<file path="src/rtl/fat12te_pkg.sv">
// ============================================================================
// fat12te_pkg
// Shared types and codes of the FAT12 table engine: command and status
// codes, the chain-end marker and the memory control group.
// ============================================================================
package fat12te_pkg;

  localparam logic [2:0] CMD_RD_ENTRY = 3'd0;
  localparam logic [2:0] CMD_WR_ENTRY = 3'd1;
  localparam logic [2:0] CMD_COUNT    = 3'd2;
  localparam logic [2:0] CMD_FREE     = 3'd3;
  localparam logic [2:0] CMD_WR_BYTE  = 3'd4;
  localparam logic [2:0] CMD_RD_BYTE  = 3'd5;

  localparam logic [1:0] ST_OK    = 2'd0;
  localparam logic [1:0] ST_RANGE = 2'd1;
  localparam logic [1:0] ST_LOOP  = 2'd2;

  // Links at or above this value end a chain.
  localparam logic [11:0] CHAIN_END = 12'hFF7;
  localparam logic [11:0] FIRST_DATA_CLUSTER = 12'd2;

  // Width of the walk limit and count; they must hold the entry count itself.
  localparam int LIMIT_W = 13;

  typedef struct packed {
    logic rd_en;
    logic wr_en;
  } mem_ctl_t;

endpackage

</file>
<file path="src/rtl/fat12te_if.sv">
// ============================================================================
// fat12te_if
// Valid/ready channels of the FAT12 table engine: command items, result
// items and the configuration write.
// ============================================================================
interface fat12te_in_if;
  logic        valid;
  logic        ready;
  logic [2:0]  cmd;
  logic [10:0] cluster;
  logic [11:0] entry_value;
  logic [11:0] byte_addr;
  logic [7:0]  byte_in;

  modport source (output valid, cmd, cluster, entry_value, byte_addr, byte_in,
                  input ready);
  modport sink (input valid, cmd, cluster, entry_value, byte_addr, byte_in,
                output ready);
endinterface

interface fat12te_out_if;
  logic        valid;
  logic        ready;
  logic [11:0] entry_out;
  logic [7:0]  byte_out;
  logic [11:0] chain_count;
  logic [1:0]  status;

  modport source (output valid, entry_out, byte_out, chain_count, status,
                  input ready);
  modport sink (input valid, entry_out, byte_out, chain_count, status,
                output ready);
endinterface


</file>
<file path="src/rtl/fat12te_ctrl.sv">
// ============================================================================
// fat12te_ctrl
// Command sequencer: entry reads and read-modify-writes over the packed
// byte memory, chain walks, raw byte access and the result register.
// ============================================================================
module fat12te_ctrl #(
  parameter int ENTRY_COUNT = 2048,
  parameter int TABLE_BYTES = 3072,
  parameter int AW          = 12
) (
  input  logic                              clk,
  input  logic                              rst_n,
  input  logic [fat12te_pkg::LIMIT_W-1:0]   limit,
  output logic                              idle,
  fat12te_in_if.sink                        in_if,
  fat12te_out_if.source                     out_if,
  output fat12te_pkg::mem_ctl_t             mem_ctl,
  output logic [AW-1:0]                     mem_addr,
  output logic [7:0]                        mem_wdata,
  input  logic [7:0]                        mem_rdata
);

  localparam int LW = fat12te_pkg::LIMIT_W;
  localparam logic [LW-1:0] ENTRY_LIM = LW'(ENTRY_COUNT);

  localparam logic [3:0] S_IDLE = 4'd0;
  localparam logic [3:0] S_ENT  = 4'd1;
  localparam logic [3:0] S_CHK  = 4'd2;
  localparam logic [3:0] S_RD1  = 4'd3;
  localparam logic [3:0] S_RD2  = 4'd4;
  localparam logic [3:0] S_WR0  = 4'd5;
  localparam logic [3:0] S_BWR  = 4'd6;
  localparam logic [3:0] S_BRD  = 4'd7;
  localparam logic [3:0] S_BRD2 = 4'd8;
  localparam logic [3:0] S_FIN  = 4'd9;

  logic [3:0]    state_r, state_nxt;
  logic [2:0]    cmd_r, cmd_nxt;
  logic [11:0]   cur_r, cur_nxt;
  logic [11:0]   val_r, val_nxt;
  logic [11:0]   addr_r, addr_nxt;
  logic [7:0]    bin_r, bin_nxt;
  logic [7:0]    b0_r, b0_nxt;
  logic [AW-1:0] a0_r, a0_nxt;
  logic [LW-1:0] count_r, count_nxt;
  logic [11:0]   eout_r, eout_nxt;
  logic [7:0]    bout_r, bout_nxt;
  logic [1:0]    status_r, status_nxt;

  logic          out_valid_r, out_valid_nxt;
  logic [11:0]   out_entry_r, out_entry_nxt;
  logic [7:0]    out_byte_r, out_byte_nxt;
  logic [11:0]   out_count_r, out_count_nxt;
  logic [1:0]    out_status_r, out_status_nxt;

  logic          in_acc;
  logic [AW-1:0] base;
  logic [AW-1:0] a0;
  logic          odd_r;
  logic [11:0]   entry;
  logic [11:0]   new_val;
  logic [7:0]    new_a0;
  logic [7:0]    new_a1;
  logic          addr_ok;

  assign idle        = (state_r == S_IDLE);
  assign in_if.ready = idle;
  assign in_acc      = in_if.valid && in_if.ready;

  // Entry pair k starts at byte 3k; an odd entry begins one byte further in.
  assign odd_r = cur_r[0];
  assign base  = AW'({cur_r[11:1], 1'b0}) + AW'(cur_r[11:1]);
  assign a0    = base + AW'(odd_r);

  // Byte at a0 is b0_r, byte at a0+1 arrives on the memory read data.
  assign entry   = odd_r ? {mem_rdata, b0_r[7:4]} : {mem_rdata[3:0], b0_r};
  assign new_val = (cmd_r == fat12te_pkg::CMD_WR_ENTRY) ? val_r : 12'd0;
  assign new_a1  = odd_r ? new_val[11:4] : {mem_rdata[7:4], new_val[11:8]};
  assign new_a0  = odd_r ? {new_val[3:0], b0_r[3:0]} : new_val[7:0];

  assign addr_ok = ({20'd0, addr_r} < 32'(TABLE_BYTES));

  always_comb begin
    state_nxt      = state_r;
    cmd_nxt        = cmd_r;
    cur_nxt        = cur_r;
    val_nxt        = val_r;
    addr_nxt       = addr_r;
    bin_nxt        = bin_r;
    b0_nxt         = b0_r;
    a0_nxt         = a0_r;
    count_nxt      = count_r;
    eout_nxt       = eout_r;
    bout_nxt       = bout_r;
    status_nxt     = status_r;
    out_valid_nxt  = out_valid_r && !out_if.ready;
    out_entry_nxt  = out_entry_r;
    out_byte_nxt   = out_byte_r;
    out_count_nxt  = out_count_r;
    out_status_nxt = out_status_r;
    mem_ctl        = '0;
    mem_addr       = a0_r;
    mem_wdata      = b0_r;

    case (state_r)
      S_IDLE: begin
        if (in_acc) begin
          cmd_nxt    = in_if.cmd;
          cur_nxt    = {1'b0, in_if.cluster};
          val_nxt    = in_if.entry_value;
          addr_nxt   = in_if.byte_addr;
          bin_nxt    = in_if.byte_in;
          count_nxt  = '0;
          eout_nxt   = '0;
          bout_nxt   = '0;
          status_nxt = fat12te_pkg::ST_OK;
          case (in_if.cmd)
            fat12te_pkg::CMD_RD_ENTRY,
            fat12te_pkg::CMD_WR_ENTRY: state_nxt = S_ENT;
            fat12te_pkg::CMD_COUNT,
            fat12te_pkg::CMD_FREE:     state_nxt = S_CHK;
            fat12te_pkg::CMD_WR_BYTE:  state_nxt = S_BWR;
            fat12te_pkg::CMD_RD_BYTE:  state_nxt = S_BRD;
            default:                   state_nxt = S_FIN;
          endcase
        end
      end
      S_ENT: begin
        if (LW'(cur_r) >= ENTRY_LIM) begin
          status_nxt = fat12te_pkg::ST_RANGE;
          state_nxt  = S_FIN;
        end else begin
          mem_ctl.rd_en = 1'b1;
          mem_addr      = a0;
          a0_nxt        = a0;
          state_nxt     = S_RD1;
        end
      end
      S_CHK: begin
        if (cur_r >= fat12te_pkg::CHAIN_END) begin
          state_nxt = S_FIN;
        end else if (cur_r < fat12te_pkg::FIRST_DATA_CLUSTER || LW'(cur_r) >= limit) begin
          status_nxt = fat12te_pkg::ST_RANGE;
          state_nxt  = S_FIN;
        end else if (count_r >= limit) begin
          status_nxt = fat12te_pkg::ST_LOOP;
          state_nxt  = S_FIN;
        end else begin
          mem_ctl.rd_en = 1'b1;
          mem_addr      = a0;
          a0_nxt        = a0;
          state_nxt     = S_RD1;
        end
      end
      S_RD1: begin
        b0_nxt        = mem_rdata;
        mem_ctl.rd_en = 1'b1;
        mem_addr      = a0_r + AW'(1);
        state_nxt     = S_RD2;
      end
      S_RD2: begin
        // The second byte is written here, the first one in the next cycle.
        b0_nxt = new_a0;
        case (cmd_r)
          fat12te_pkg::CMD_RD_ENTRY: begin
            eout_nxt  = entry;
            state_nxt = S_FIN;
          end
          fat12te_pkg::CMD_WR_ENTRY: begin
            mem_ctl.wr_en = 1'b1;
            mem_addr      = a0_r + AW'(1);
            mem_wdata     = new_a1;
            state_nxt     = S_WR0;
          end
          fat12te_pkg::CMD_FREE: begin
            count_nxt     = count_r + LW'(1);
            eout_nxt      = entry;
            cur_nxt       = entry;
            mem_ctl.wr_en = 1'b1;
            mem_addr      = a0_r + AW'(1);
            mem_wdata     = new_a1;
            state_nxt     = S_WR0;
          end
          default: begin
            count_nxt = count_r + LW'(1);
            eout_nxt  = entry;
            cur_nxt   = entry;
            state_nxt = S_CHK;
          end
        endcase
      end
      S_WR0: begin
        mem_ctl.wr_en = 1'b1;
        mem_addr      = a0_r;
        mem_wdata     = b0_r;
        state_nxt     = (cmd_r == fat12te_pkg::CMD_WR_ENTRY) ? S_FIN : S_CHK;
      end
      S_BWR: begin
        if (addr_ok) begin
          mem_ctl.wr_en = 1'b1;
          mem_addr      = AW'(addr_r);
          mem_wdata     = bin_r;
        end else begin
          status_nxt = fat12te_pkg::ST_RANGE;
        end
        state_nxt = S_FIN;
      end
      S_BRD: begin
        if (addr_ok) begin
          mem_ctl.rd_en = 1'b1;
          mem_addr      = AW'(addr_r);
          state_nxt     = S_BRD2;
        end else begin
          status_nxt = fat12te_pkg::ST_RANGE;
          state_nxt  = S_FIN;
        end
      end
      S_BRD2: begin
        bout_nxt  = mem_rdata;
        state_nxt = S_FIN;
      end
      S_FIN: begin
        // Wait for the result register to drain before handing over.
        if (!out_valid_r || out_if.ready) begin
          out_valid_nxt  = 1'b1;
          out_entry_nxt  = eout_r;
          out_byte_nxt   = bout_r;
          out_count_nxt  = count_r[11:0];
          out_status_nxt = status_r;
          state_nxt      = S_IDLE;
        end
      end
      default: begin
        state_nxt = S_IDLE;
      end
    endcase
  end

  always_ff @(posedge clk) begin
    if (!rst_n) begin
      state_r     <= S_IDLE;
      out_valid_r <= 1'b0;
      count_r     <= '0;
    end else begin
      state_r     <= state_nxt;
      out_valid_r <= out_valid_nxt;
      count_r     <= count_nxt;
    end
  end

  always_ff @(posedge clk) begin
    cmd_r        <= cmd_nxt;
    cur_r        <= cur_nxt;
    val_r        <= val_nxt;
    addr_r       <= addr_nxt;
    bin_r        <= bin_nxt;
    b0_r         <= b0_nxt;
    a0_r         <= a0_nxt;
    eout_r       <= eout_nxt;
    bout_r       <= bout_nxt;
    status_r     <= status_nxt;
    out_entry_r  <= out_entry_nxt;
    out_byte_r   <= out_byte_nxt;
    out_count_r  <= out_count_nxt;
    out_status_r <= out_status_nxt;
  end

  assign out_if.valid       = out_valid_r;
  assign out_if.entry_out   = out_entry_r;
  assign out_if.byte_out    = out_byte_r;
  assign out_if.chain_count = out_count_r;
  assign out_if.status      = out_status_r;

`ifndef SYNTHESIS
  a_port_exclusive: assert property (@(posedge clk) disable iff (!rst_n)
    !(mem_ctl.rd_en && mem_ctl.wr_en))
    else $error("memory read and write issued in the same cycle");

  a_write_cmd: assert property (@(posedge clk) disable iff (!rst_n)
    mem_ctl.wr_en |-> (cmd_r == fat12te_pkg::CMD_WR_ENTRY ||
                       cmd_r == fat12te_pkg::CMD_FREE ||
                       cmd_r == fat12te_pkg::CMD_WR_BYTE))
    else $error("table write by a command that does not modify the table");

  a_count_bound: assert property (@(posedge clk) disable iff (!rst_n)
    (state_r != S_IDLE) |-> (count_r <= limit))
    else $error("chain count exceeds the walk limit");

  a_accept_busy: assert property (@(posedge clk) disable iff (!rst_n)
    in_acc |=> !in_if.ready)
    else $error("a second item accepted before the first one finished");
`endif

endmodule

</file>
<file path="src/flat_wrapper.sv">
// flat-port wrapper written by rule: the top's interface ports become plain ports
module fat12te_ctrl_flat 
#(
  parameter int ENTRY_COUNT = 2048,
  parameter int TABLE_BYTES = 3072,
  parameter int AW          = 12
)
  (clk, rst_n, limit, idle, mem_ctl, mem_addr, mem_wdata, mem_rdata, in_if_valid, in_if_cmd, in_if_cluster, in_if_entry_value, in_if_byte_addr, in_if_byte_in, in_if_ready, out_if_valid, out_if_entry_out, out_if_byte_out, out_if_chain_count, out_if_status, out_if_ready);
  fat12te_in_if in_if_i ();
  fat12te_out_if out_if_i ();
  input  logic clk;
  input  logic rst_n;
  input  logic [fat12te_pkg::LIMIT_W-1:0] limit;
  output logic idle;
  output fat12te_pkg::mem_ctl_t mem_ctl;
  output logic [AW-1:0] mem_addr;
  output logic [7:0] mem_wdata;
  input  logic [7:0] mem_rdata;
  input wire logic [$bits(in_if_i.valid)-1:0] in_if_valid;
  input wire logic [$bits(in_if_i.cmd)-1:0] in_if_cmd;
  input wire logic [$bits(in_if_i.cluster)-1:0] in_if_cluster;
  input wire logic [$bits(in_if_i.entry_value)-1:0] in_if_entry_value;
  input wire logic [$bits(in_if_i.byte_addr)-1:0] in_if_byte_addr;
  input wire logic [$bits(in_if_i.byte_in)-1:0] in_if_byte_in;
  output wire logic [$bits(in_if_i.ready)-1:0] in_if_ready;
  output wire logic [$bits(out_if_i.valid)-1:0] out_if_valid;
  output wire logic [$bits(out_if_i.entry_out)-1:0] out_if_entry_out;
  output wire logic [$bits(out_if_i.byte_out)-1:0] out_if_byte_out;
  output wire logic [$bits(out_if_i.chain_count)-1:0] out_if_chain_count;
  output wire logic [$bits(out_if_i.status)-1:0] out_if_status;
  input wire logic [$bits(out_if_i.ready)-1:0] out_if_ready;
  assign in_if_i.valid = in_if_valid;
  assign in_if_i.cmd = in_if_cmd;
  assign in_if_i.cluster = in_if_cluster;
  assign in_if_i.entry_value = in_if_entry_value;
  assign in_if_i.byte_addr = in_if_byte_addr;
  assign in_if_i.byte_in = in_if_byte_in;
  assign in_if_ready = in_if_i.ready;
  assign out_if_valid = out_if_i.valid;
  assign out_if_entry_out = out_if_i.entry_out;
  assign out_if_byte_out = out_if_i.byte_out;
  assign out_if_chain_count = out_if_i.chain_count;
  assign out_if_status = out_if_i.status;
  assign out_if_i.ready = out_if_ready;
  fat12te_ctrl #(.ENTRY_COUNT(ENTRY_COUNT), .TABLE_BYTES(TABLE_BYTES), .AW(AW)) u_core (.clk(clk), .rst_n(rst_n), .limit(limit), .idle(idle), .in_if(in_if_i), .out_if(out_if_i), .mem_ctl(mem_ctl), .mem_addr(mem_addr), .mem_wdata(mem_wdata), .mem_rdata(mem_rdata));
endmodule
</file>
<file path="config.mk">
export PLATFORM = sky130hd
export DESIGN_NAME = fat12te_ctrl_flat
export DESIGN_NICKNAME = d
export VERILOG_FILES = /design/src/rtl/fat12te_pkg.sv /design/src/rtl/fat12te_if.sv /design/src/rtl/fat12te_ctrl.sv /design/src/flat_wrapper.sv
export SDC_FILE = /design/constraint.sdc
export NUM_CORES = 1
export LEC_CHECK = 0
export BUFFER_PORTS_ARGS = -buffer_cell sky130_fd_sc_hd__clkbuf_2
export CORE_MARGIN = 1
export CORE_UTILIZATION = 57
export DETAILED_ROUTE_END_ITERATION = 8
export PLACE_DENSITY = 0.88
export SLEW_MARGIN = 10
export SYNTH_ARGS = -nofsm -noshare
export SYNTH_HDL_FRONTEND = slang
export SYNTH_SLANG_ARGS = --single-unit
export TNS_END_PERCENT = 100
</file>
<file path="constraint.sdc">
create_clock -name clk -period 4 [get_ports clk]
set_input_delay 0.2 -clock clk [delete_from_list [all_inputs] [get_ports clk]]
set_output_delay 0.2 -clock clk [all_outputs]
set_load 0.01 [all_outputs]
</file>
==> results of run 1 <==
[cells in the mapped netlist (3+ instances only)]
cell type and n:
buf_6 6, o211ai_1 8, nand2b_1 5, nor2b_1 7
ha_1 52, o22ai_1 8, mux2_2 8, o41ai_1 3
buf_2 6, a21oi_1 47, xor2_1 9, a31oi_1 7
nand3_1 18, nor4_1 3, a21o_1 16, o2111ai_1 4
o21a_1 3, mux2i_1 25, o31ai_1 12, xnor2_1 12
dfxtp_1 18, and3_1 4, a211oi_1 5, nor3_1 17
clkbuf_1 17, o221ai_1 5, nor2_1 61, a221oi_1 5
nand4_1 8, o21ai_1 5, o21ai_0 42, edfxtp_1 123
or3_1 7, o21bai_1 3, or2_2 3, and2_1 9
inv_1 49, nand2_1 72
[logic make-up after synthesis]
| family | after synthesis |
|---|---|
| AO/OA/AOI/OAI | 198 |
| XOR/XNOR | 21 |
| adder cells (fa/ha/maj) | 54 |
| buffers and inverters | 82 |
| flip-flops | 141 |
| multiplexers | 35 |
| AND/OR/NAND/NOR | 230 |
[state kept, by name, summed over array words and instances, names as in the netlist]
| signal | count |
|---|---|
| u_core.count_r | 13 |
| u_core.a0_r | 12 |
| u_core.addr_r | 12 |
| u_core.cur_r | 12 |
| u_core.eout_r | 12 |
| u_core.out_if.chain_count | 12 |
| u_core.out_if.entry_out | 12 |
| u_core.val_r | 12 |
| u_core.b0_r | 8 |
| u_core.bin_r | 8 |
| u_core.bout_r | 8 |
| u_core.out_if.byte_out | 8 |
| u_core.state_r | 4 |
| u_core.cmd_r | 3 |
| u_core.out_if.status | 2 |
| u_core.status_r | 2 |
| u_core.out_if.valid | 1 |
[critical path: cells and delay by family (launching register included)]
family / cells / cell delay (ns)
AND/OR/NAND/NOR: 1 / 0.34
AO/OA/AOI/OAI: 6 / 1.67
buffers and inverters: 1 / 0.16
flip-flops: 1 / 0.50
adder cells (fa/ha/maj): 1 / 0.34
[metrics by stage]
step,worst slack (ns),hold WS [ns]
floorplan,0.440,0.299
global placement,0.846,0.377
detailed placement,0.733,0.379
CTS,0.380,0.0343
global route,0.140,0.0463
finish,0.350,0.0437
[per-layer routing]
metal | vias up | track usage | wire length, um | share of wire
met5 | - | 0 | 0 | 0
met2 | 429 | 0.473 | 9900 | 0.48
li1 | 3154 | - | - | -
met4 | 0 | 0.159 | 838 | 0.040
met3 | 81 | 0.0526 | 1790 | 0.086
met1 | 3165 | 0.375 | 8230 | 0.40
[report_power, final]
part | internal (mW) | total, mW | leakage, nW | switching (mW)
clock | 0.890 | 1.57 | 0.292 | 0.675
sequential | 2.17 | 2.54 | 1.32 | 0.374
combinational | 1.21 | 3.10 | 2.49 | 1.89
[layout make-up]
type,instances,area (um2),share of cell area
sequential,141,4050,0.413
multi-input combinational,538,3700,0.377
timing repair buffer,173,1060,0.108
clock buffer,19,475,0.0484
tap,180,225,0.0229
inverter,50,188,0.0191
clock inverter,13,118,0.0120
[worst max-delay path by stage]
stage | startpoint | end | cells after the start
detailed placement | u_core.cur_r[2] | u_core.a0_r[10] | 8
global placement | u_core.cur_r[2] | u_core.a0_r[10] | 8
finish | u_core.cur_r[2] | mem_addr[1] | 9
CTS | u_core.cur_r[2] | mem_addr[8] | 9
floorplan | u_core.state_r[1] | u_core.out_if.byte_out[0] | 3
global route | u_core.cur_r[2] | mem_addr[9] | 10
==> reports/metrics.csv, run 1 <==
stage,metric,value,unit
setup_path,Crit path largest cell delay,0.53,ns
route,first drt pass iteration count,6,
power_and_ir_drop,Power Total,7.20,mW
min_path,Hold EP,u_core.cur_r[10],
floorplan,Die W,121,um
run,maxcap violations,0,
global_route,largest net degree at the start of global routing,39,
global_route,first-pass GRT wire length,32.7,mm
sta,setup violators final,0,
global_route,initial antenna violation count,0,
final_layout,area grow syn2layout,21.1,%
cts,"Reg clk slew, reported paths",0.07,ns
placement,placed cells,1047,
cts,clock sinks,141,
floorplan,row count,43,
min_path,HP Start,in_if_cluster[10],
route,Vias,6829,
setup_path,"Critical Path, Cell by Cell",ha_1 > a21o_1 > a31oi_1 > o21ai_1 > a2111o_1 > o31a_1 > nor3_1 > o21ai_0 > clkbuf_2,
synth,"share of synthesized cell area in full adder, half adder and majority cells",0.0839,
route,drt drc,0,
placement,port bufs,129,
cts,worst skew pair latency,0.43,ns
setup_path,worst-path maximum fanout,11,
sta,crit share post-route,0.913,
synth,Unique masters post-synth,77,
floorplan,chip height,121,um
synth,syn_nets,885,
sta,unrepaired setup endpoints after global routing,no,
setup_path,crit end category,primary output,
floorplan,DIE AREA,0.0147,mm2
synth,Yosys reg bits,141,
final_layout,proportion of layout cells with a drive suffix above 1,0.208,
setup_path,"Slowest-stage cell, CP",a2111o_1,
cts,# resized after CTS,0,
sta,Hold Fails Final Rpt,0,
setup_path,worst r2r path cells,8,
final_layout,nets,1045,
global_route,total grt overflow,0,
min_path,Worst Hold Class,input pin to flip-flop,
power_and_ir_drop,PD cells,733,mW/mm2
synth,top post-synthesis cells by area,"edfxtp_1 46%, ha_1 8.0%, dfxtp_1 4.4%, nand2_1 3.3%, mux2i_1 3.1%",
placement,Placement Cell Area,0.00888,mm2
cts,Max Root-Sink Buffers,2,
synth,Syn Std Cell Area,0.00812,mm2
final_layout,most frequent cells in the layout,"129 x clkbuf_2, 123 x edfxtp_1, 72 x nand2_1",
synth,leading area contributor after synthesis,edfxtp_1,
route,post-route ant nets,0,
setup_path,Setup CP Type,flip-flop to primary output,
synth,Yosys warnings,0,
sta,final clock skew,0.00980,ns
cts,"Hold-fix buffers, CTS",35,
synth,Synth Instances,761,
setup_path,CP arrival,3.45,ns
synth,average size of a mapped cell,10.7,um2
synth,area share of and/or/nand/nor cells after synthesis,0.144,
sta,"Slew Viols, Final",0,
power_and_ir_drop,Max VDD drop,0.421,mV
cts,clk root buf,clkbuf_16,
placement,routability cong.,0.939,
sta,Tmin final,3.65,ns
synth,number of enable flip-flop cells after synthesis,123,
synth,largest family of logic cells by synthesized area,compound AO/OA/AOI/OAI gates,
route,routed vias/inst,6.13,
min_path,worst hold stages,2,
synth,"Seq/Total Area, Yosys",0.500,
setup_path,Worst Setup Start Kind,flip-flop,
synth,Synth top area share,0.455,
final_layout,Filler cells,989,
final_layout,Ant. Diodes,0,
final_layout,"commonest non-fill, non-tap cell in the layout",clkbuf_2,
status,outcome,"complete, no violations",
route,drt initial violations,989,
sta,setup_tns,0,ns
power_and_ir_drop,LEAKAGE,4.10,nW
global_route,number of global-route vias before repair,6497,
sta,Worst Tran Pin Value,0.986,ns
synth,Compound-Gate Fraction of Synth Area,0.160,
final_layout,cell area after layout,0.00982,mm2
sta,Slew Limit Headroom,0.338,
sta,Achievable Freq,274,MHz
cts,H-Tree Level Count,4,
final_layout,Finished Layout Cells,1114,
synth,post-synthesis mux area share,0.0447,
cts,TritonCTS Buffers,17,
floorplan,IO Pins,130,
floorplan,Core Box Area,0.0139,mm2
synth,Synth Area in XOR/XNOR,0.0227,
final_layout,final core utilization,0.708,
synth,"Top FF cell, synth",edfxtp_1,
route,wire length per cell,18.6,um
cts,TritonCTS clock tree,built,
synth,ys async rst share,0,
setup_path,R2R Path Start,u_core.cur_r[2],
route,final WL,20.8,mm
setup_path,CP required,3.80,ns
setup_path,flop2flop setup slack,0.69,ns
global_route,total global-route track usage,0.294,
placement,dpl hpwl,14.4,mm
setup_path,FF-to-FF End,u_core.a0_r[2],
floorplan,initial core utilization,0.585,
cts,Setup Buffers After CTS,0,
No activity file was read; power rests on OpenSTA's default activity.
==> run 2, diff against run 1 <==
CORE_UTILIZATION = 52   (was 57)
MAX_ROUTING_LAYER = met4   (was default)
PLACE_DENSITY = 0.85   (was 0.88)
clock period = 3.3 ns   (was 4 ns; I/O delays follow)
==> run 2 against run 1 <==
Net effect:
- the run now ends with setup timing left
- global-route usage fell by 2.1 points
- die area rose by 9.5%
- combinational power rose by 35%
- clock power rose by 27%
- clock skew fell by 0.0025 ns
- first-iteration DRC count fell by 30%
- final cell count rose by 3.3%
- largest cell class unchanged
- worst setup slack got worse by 0.40 ns
- highest routed layer unchanged
- critical path depth rose by 1
- clock-buffer cell count fell by 1
- total power rose by 27%
- via count fell by 0.41%
==> reports/metrics.csv, run 2 (synthesis gave the netlist of run 1 again) <==
stage,metric,value,unit,change
status,outcome,"finished, violations left",,
status,violated checks,setup timing,,
final_layout,max FFs per register,13,,unchanged
cts,clk root buf,clkbuf_16,,
final_layout,most frequent cells in the layout,"129 x clkbuf_2, 123 x edfxtp_1, 72 x nand2_1",,
sta,Slew Limit Headroom,0.611,,+0.273
route,drt initial violations,696,,-30%
floorplan,Core Box Area,0.0152,mm2,+9.5%
floorplan,chip height,127,um,+4.6%
sta,Achievable Freq,298,MHz,
route,Vias,6801,,-0.41%
setup_path,crit path from,u_core.cur_r[3],,
setup_path,CP arrival,3.19,ns,-0.26 ns
sta,setup_tns,-0.0508,ns,-0.0508 ns
sta,Hold Slack,0.0267,ns,-0.0169 ns
setup_path,Crit path largest cell delay,0.47,ns,-0.06 ns
floorplan,IO Pins,130,,unchanged
route,wire length per cell,18.2,um,-2.2%
final_layout,Top reg by flops,u_core.count_r,,
route,first drt pass iteration count,5,,-1
placement,routability cong.,0.959,,+2.1%
placement,port bufs,129,,unchanged
setup_path,cell mode on critical path,o21ai_0,,
cts,clock sinks,141,,unchanged
setup_path,FF-to-FF End,u_core.status_r[1],,
cts,worst skew pair latency,0.42,ns,about the same
sta,unrepaired setup endpoints after global routing,yes,,
setup_path,Worst Setup Start Kind,flip-flop,,
final_layout,proportion of layout cells with a drive suffix above 1,0.245,,+0.0374
setup_path,"Critical Path, Cell by Cell",buf_4 > ha_1 > a211oi_1 > o21ai_0 > a311oi_2 > xnor2_1 > o21ai_0 > nor4bb_2 > o22ai_1 > clkbuf_2,,
min_path,Worst Hold Class,input pin to flip-flop,,
route,drt drc,0,,unchanged
final_layout,Ant. Diodes,0,,unchanged
cts,TritonCTS Buffers,17,,unchanged
final_layout,nets,1074,,+2.8%
global_route,first-pass GRT wire length,32.7,mm,about the same
setup_path,flop2flop setup slack,0.45,ns,-0.24 ns
cts,Max Root-Sink Buffers,2,,unchanged
placement,dpl hpwl,15.0,mm,+4.5%
sta,Worst Tran Pin Value,0.582,ns,-0.405 ns
final_layout,final core utilization,0.670,,-0.0381
setup_path,CP required,3.13,ns,-0.67 ns
final_layout,"commonest non-fill, non-tap cell in the layout",clkbuf_2,,
global_route,total grt overflow,0,,unchanged
setup_path,worst-path maximum fanout,5,,-6
setup_path,R2R Path Start,u_core.count_r[0],,
min_path,HP Start,in_if_cluster[5],,
power_and_ir_drop,LEAKAGE,4.29,nW,+4.5%
route,final WL,21.0,mm,+1.0%
final_layout,area grow syn2layout,25.4,%,
sta,crit share post-route,1.02,,
cts,TritonCTS clock tree,built,,
floorplan,initial core utilization,0.534,,-0.0508
setup_path,crit end category,primary output,,
global_route,total global-route track usage,0.273,,-0.0209
cts,"Reg clk slew, reported paths",0.06,ns,about the same
power_and_ir_drop,PD cells,901,mW/mm2,+23%
cts,H-Tree Level Count,4,,unchanged
min_path,Hold EP,u_core.cur_r[5],,
sta,Hold Fails Final Rpt,0,,unchanged
sta,final clock skew,0.00727,ns,-0.00253 ns
min_path,worst hold stages,2,,unchanged
run,maxcap violations,0,,unchanged
global_route,initial antenna violation count,0,,unchanged
sta,setup violators final,1,,+1
floorplan,Die W,127,um,+4.6%
sta,"Slew Viols, Final",0,,unchanged
global_route,largest net degree at the start of global routing,35,,-10%
sta,Tmin final,3.35,ns,
route,post-route ant nets,0,,unchanged
floorplan,row count,45,,+4.7%
setup_path,"Slowest-stage cell, CP",edfxtp_1,,
sta,Final WS setup,-0.0508,ns,-0.400 ns
floorplan,DIE AREA,0.0161,mm2,+9.5%
global_route,number of global-route vias before repair,6345,,-2.3%
setup_path,worst r2r path cells,10,,+2
setup_path,Setup CP Type,flip-flop to primary output,,
power_and_ir_drop,Max VDD drop,0.540,mV,+28%
route,routed vias/inst,5.91,,-3.6%
-- run 2: cell types whose count changed in the layout (fill, tap and decap cells not counted), sizes merged --
cell	previous run	this run
buf	9	38
bufinv	0	3
clkbuf	148	147
clkinv	6	5
inv	56	55
-- run 2: area by class of cell --
cell class                 instances  area [um2]
fill                            1119        5020
sequential                       141        4060
multi-input combinational        538        3790
timing repair buffer             202        1290
clock buffer                      18         439
tap                              188         235
inverter                          50         188
clock inverter                    14         179
-- run 2: stage by stage --
step / instances / worst slack [ns] / cell area (um2) / power (mW)
after floorplan: 761 / 0.240 / 8120 / 5.60
after global placement: 1076 / 0.396 / 9070 / 6.82
after detailed placement: 1076 / 0.326 / 9070 / 6.91
after CTS: 1146 / 0.00450 / 10100 / 8.98
after global routing: 1151 / -0.149 / 10200 / 9.66
final: 1151 / -0.0508 / 10200 / 9.17
-- run 2: worst max path at each step --
stage,slack [ns],to,cells after the start
2_1_floorplan,0.24,u_core.a0_r[10],13
4_1_cts,0.004,mem_addr[9],10
5_1_grt,-0.15,mem_addr[9],10
3_5_place_dp,0.33,mem_addr[0],9
6_report,-0.05,mem_addr[9],10
3_3_place_gp,0.40,mem_addr[0],9
-- run 2: per-layer routing --
layer,up-vias,track usage,part of all wire
li1,3219,-,-
met3,42,0.0498,0.075
met2,350,0.432,0.47
met4,0,0.0966,0.028
met5,-,-,0
met1,3190,0.352,0.43
-- run 2: worst max-delay path: cells and delay by family (launching register included) --
family | cells | cell delay [ns]
AND/OR/NAND/NOR | 1 | 0.20
flip-flops | 1 | 0.47
buffers and inverters | 2 | 0.34
XOR/XNOR | 1 | 0.29
AO/OA/AOI/OAI | 5 | 1.24
adder cells (fa/ha/maj) | 1 | 0.22
-- run 2: where the power goes --
part,internal (mW),switching (mW),leakage (nW)
combinational,1.69,2.48,2.66
sequential,2.63,0.384,1.32
clock,1.22,0.765,0.305
total,5.54,3.63,4.29
-- run 2: repair_timing --
item,4_1_cts,5_1_grt
hold buffers,35,0
endpoints found under the setup margin,7,10
cloned,0,0
endpoints found under the hold margin,35,0
resized for setup,3,15
pin swaps,0,3
buffers inserted,3,5
==> run 3, diff against run 2 <==
CORE_ASPECT_RATIO = 0.7   (was default)
CTS_CLUSTER_DIAMETER = 40   (was default)
MAX_ROUTING_LAYER = default   (was met4)
==> run 3 against run 2 <==
Net effect:
- the flow still finishes with violations (setup timing)
- worst setup slack gained 0.011 ns
- utilization grew 2.2 points
- flip-flop and latch count is the same
- clock skew grew 0.0047 ns
- routed wire length grew 8.8%
- worst hold slack lost 0.022 ns
- clock power grew 7%
- die area is essentially flat
- final cell count grew 1.2%
- largest cell class unchanged
- sequential power is essentially flat
- register-to-register slack lost 0.12 ns
==> reports/metrics.csv, run 3 (synthesis gave the netlist of run 1 again) <==
stage,metric,value,unit,change
global_route,grt met3 use,0.0549,,+0.00517
final_layout,most frequent cells in the layout,"123 x edfxtp_1, 122 x clkbuf_2, 72 x nand2_1",,
sta,Hold Fails Final Rpt,0,,unchanged
floorplan,row count,37,,-18%
route,routed vias/inst,6.04,,+2.2%
floorplan,Die W,151,um,+19%
cts,worst skew pair latency,0.43,ns,about the same
placement,Placement Cell Area,0.00905,mm2,-0.23%
final_layout,nets,1081,,+0.65%
floorplan,chip height,107,um,-16%
final_layout,Ant. Diodes,0,,unchanged
global_route,gr busiest metal,met2,,
min_path,Worst Hold Class,input pin to flip-flop,,
sta,Hold Slack,0.00496,ns,-0.0218 ns
placement,placed cells,1079,,+0.28%
global_route,initial antenna violation count,0,,unchanged
sta,Final WS setup,-0.0403,ns,+0.0105 ns
route,post-route ant nets,0,,unchanged
sta,"Slew Viols, Final",0,,unchanged
placement,dpl hpwl,15.2,mm,+0.82%
global_route,grt met2 use,0.433,,+0.000685
sta,Achievable Freq,299,MHz,+0.32%
sta,crit share post-route,1.01,,-0.00319
placement,routability cong.,0.958,,about the same
route,wire length per cell,19.6,um,+7.5%
cts,Max Root-Sink Buffers,2,,unchanged
final_layout,Top reg by flops,u_core.count_r,,
cts,clock sinks,141,,unchanged
status,outcome,"finished, violations left",,
sta,unrepaired setup endpoints after global routing,yes,,
final_layout,area grow syn2layout,27.5,%,
cts,H-Tree Level Count,4,,unchanged
global_route,total global-route track usage,0.284,,+0.0110
floorplan,Core Box Area,0.0150,mm2,-1.6%
sta,final clock skew,0.0120,ns,+0.00469 ns
floorplan,DIE AREA,0.0161,mm2,about the same
run,maxcap violations,0,,unchanged
route,first drt pass iteration count,5,,unchanged
final_layout,max FFs per register,13,,unchanged
final_layout,Finished Layout Cells,1165,,+1.2%
power_and_ir_drop,LEAKAGE,4.35,nW,+1.3%
power_and_ir_drop,PD cells,925,mW/mm2,+2.6%
global_route,largest net degree at the start of global routing,36,,+2.9%
floorplan,initial core utilization,0.543,,+0.00889
setup_path,CP arrival,3.18,ns,about the same
setup_path,Worst Setup Start Kind,flip-flop,,
global_route,total grt overflow,0,,unchanged
placement,Place WS,0.295,ns,-0.0309 ns
power_and_ir_drop,Max VDD drop,0.699,mV,+29%
setup_path,crit end category,primary output,,
setup_path,CP required,3.13,ns,about the same
placement,port bufs,129,,unchanged
sta,Tmin final,3.34,ns,-0.0105 ns
floorplan,IO Pins,130,,unchanged
route,drt drc,0,,unchanged
cts,"Reg clk slew, reported paths",0.07,ns,about the same
global_route,first-pass GRT wire length,34.7,mm,+6.1%
sta,Worst Tran Pin Value,0.784,ns,+0.203 ns
status,violated checks,setup timing,,
route,drt initial violations,840,,+21%
sta,Slew Limit Headroom,0.473,,-0.138
final_layout,proportion of layout cells with a drive suffix above 1,0.268,,+0.0230
route,final WL,22.8,mm,+8.8%
setup_path,worst-path maximum fanout,4,,-1
cts,clk root buf,clkbuf_16,,
setup_path,Setup CP Type,flip-flop to primary output,,
global_route,number of global-route vias before repair,6693,,+5.5%
sta,setup violators final,3,,+2
cts,TritonCTS clock tree,built,,
power_and_ir_drop,Power Total,9.57,mW,+4.3%
final_layout,"commonest non-fill, non-tap cell in the layout",edfxtp_1,,
global_route,M1 GR Usage,0.407,,+0.0543
final_layout,cell area after layout,0.0103,mm2,+1.7%
cts,TritonCTS Buffers,17,,unchanged
route,Vias,7032,,+3.4%
## run 3: changes by cell type in the layout (fill, tap and decap cells not counted), moves of 4 or more
cell	previous run	this run
o21ai_0	40	36
clkbuf_2	129	122
ha_1	51	46
buf_2	0	7
## run 3: routing by layer
metal / up-vias / share of wire
li1: 3229 / -
met1: 3323 / 0.43
met2: 435 / 0.45
met3: 45 / 0.096
met4: 0 / 0.020
met5: - / 0
## run 3: what timing repair did
item	in CTS	in global routing
setup buffers	4	13
cloned	0	2
hold buffers	35	0
hold endpoints to repair	35	0
gates resized for setup	5	46
pin swaps	3	21
endpoints found under the setup margin	12	13
## run 3: report_power, final
part	switching, mW	total, mW	internal [mW]
clock	0.872	2.12	1.25
sequential	0.413	3.04	2.63
combinational	2.62	4.41	1.79
total	3.90	9.57	5.67
## run 3: area by class of cell
type | count | area, um2
repair buffers | 208 | 1350
clock buffers | 18 | 439
well taps | 195 | 244
multi-input cells | 539 | 3870
flip-flops and latches | 141 | 4060
clock inverters | 14 | 200
fillers | 1084 | 4600
inverters | 50 | 188
## run 3: final timing paths
path         slack, ns  cells after the start              start                          to
max              -0.04                     12    u_core.cur_r[2]                 mem_addr[9]
min reg2reg       0.42                      0   u_core.eout_r[1]  u_core.out_if.entry_out[1]
min              0.005                      2  in_if_cluster[10]            u_core.cur_r[10]
max reg2reg       0.33                     11    u_core.cur_r[1]             u_core.a0_r[10]
## run 3: critical path, stage by stage, from the launching register on
cell and delay [ns]:
edfxtp_1 0.50, buf_4 0.18, buf_4 0.13, ha_1 0.21
a211oi_2 0.22, o21ai_1 0.12, a311oi_2 0.31, buf_4 0.19
xnor2_2 0.17, o21ai_0 0.13, nor4bb_2 0.21, o22ai_1 0.20
buf_2 0.17
## run 3: through the flow
step	TNS [ns]	util
final	-0.0754	0.692
after global routing	-0.672	0.692
after CTS	0	0.674
after detailed placement	0	0.605
after global placement	0	0.605
after floorplan	0	-
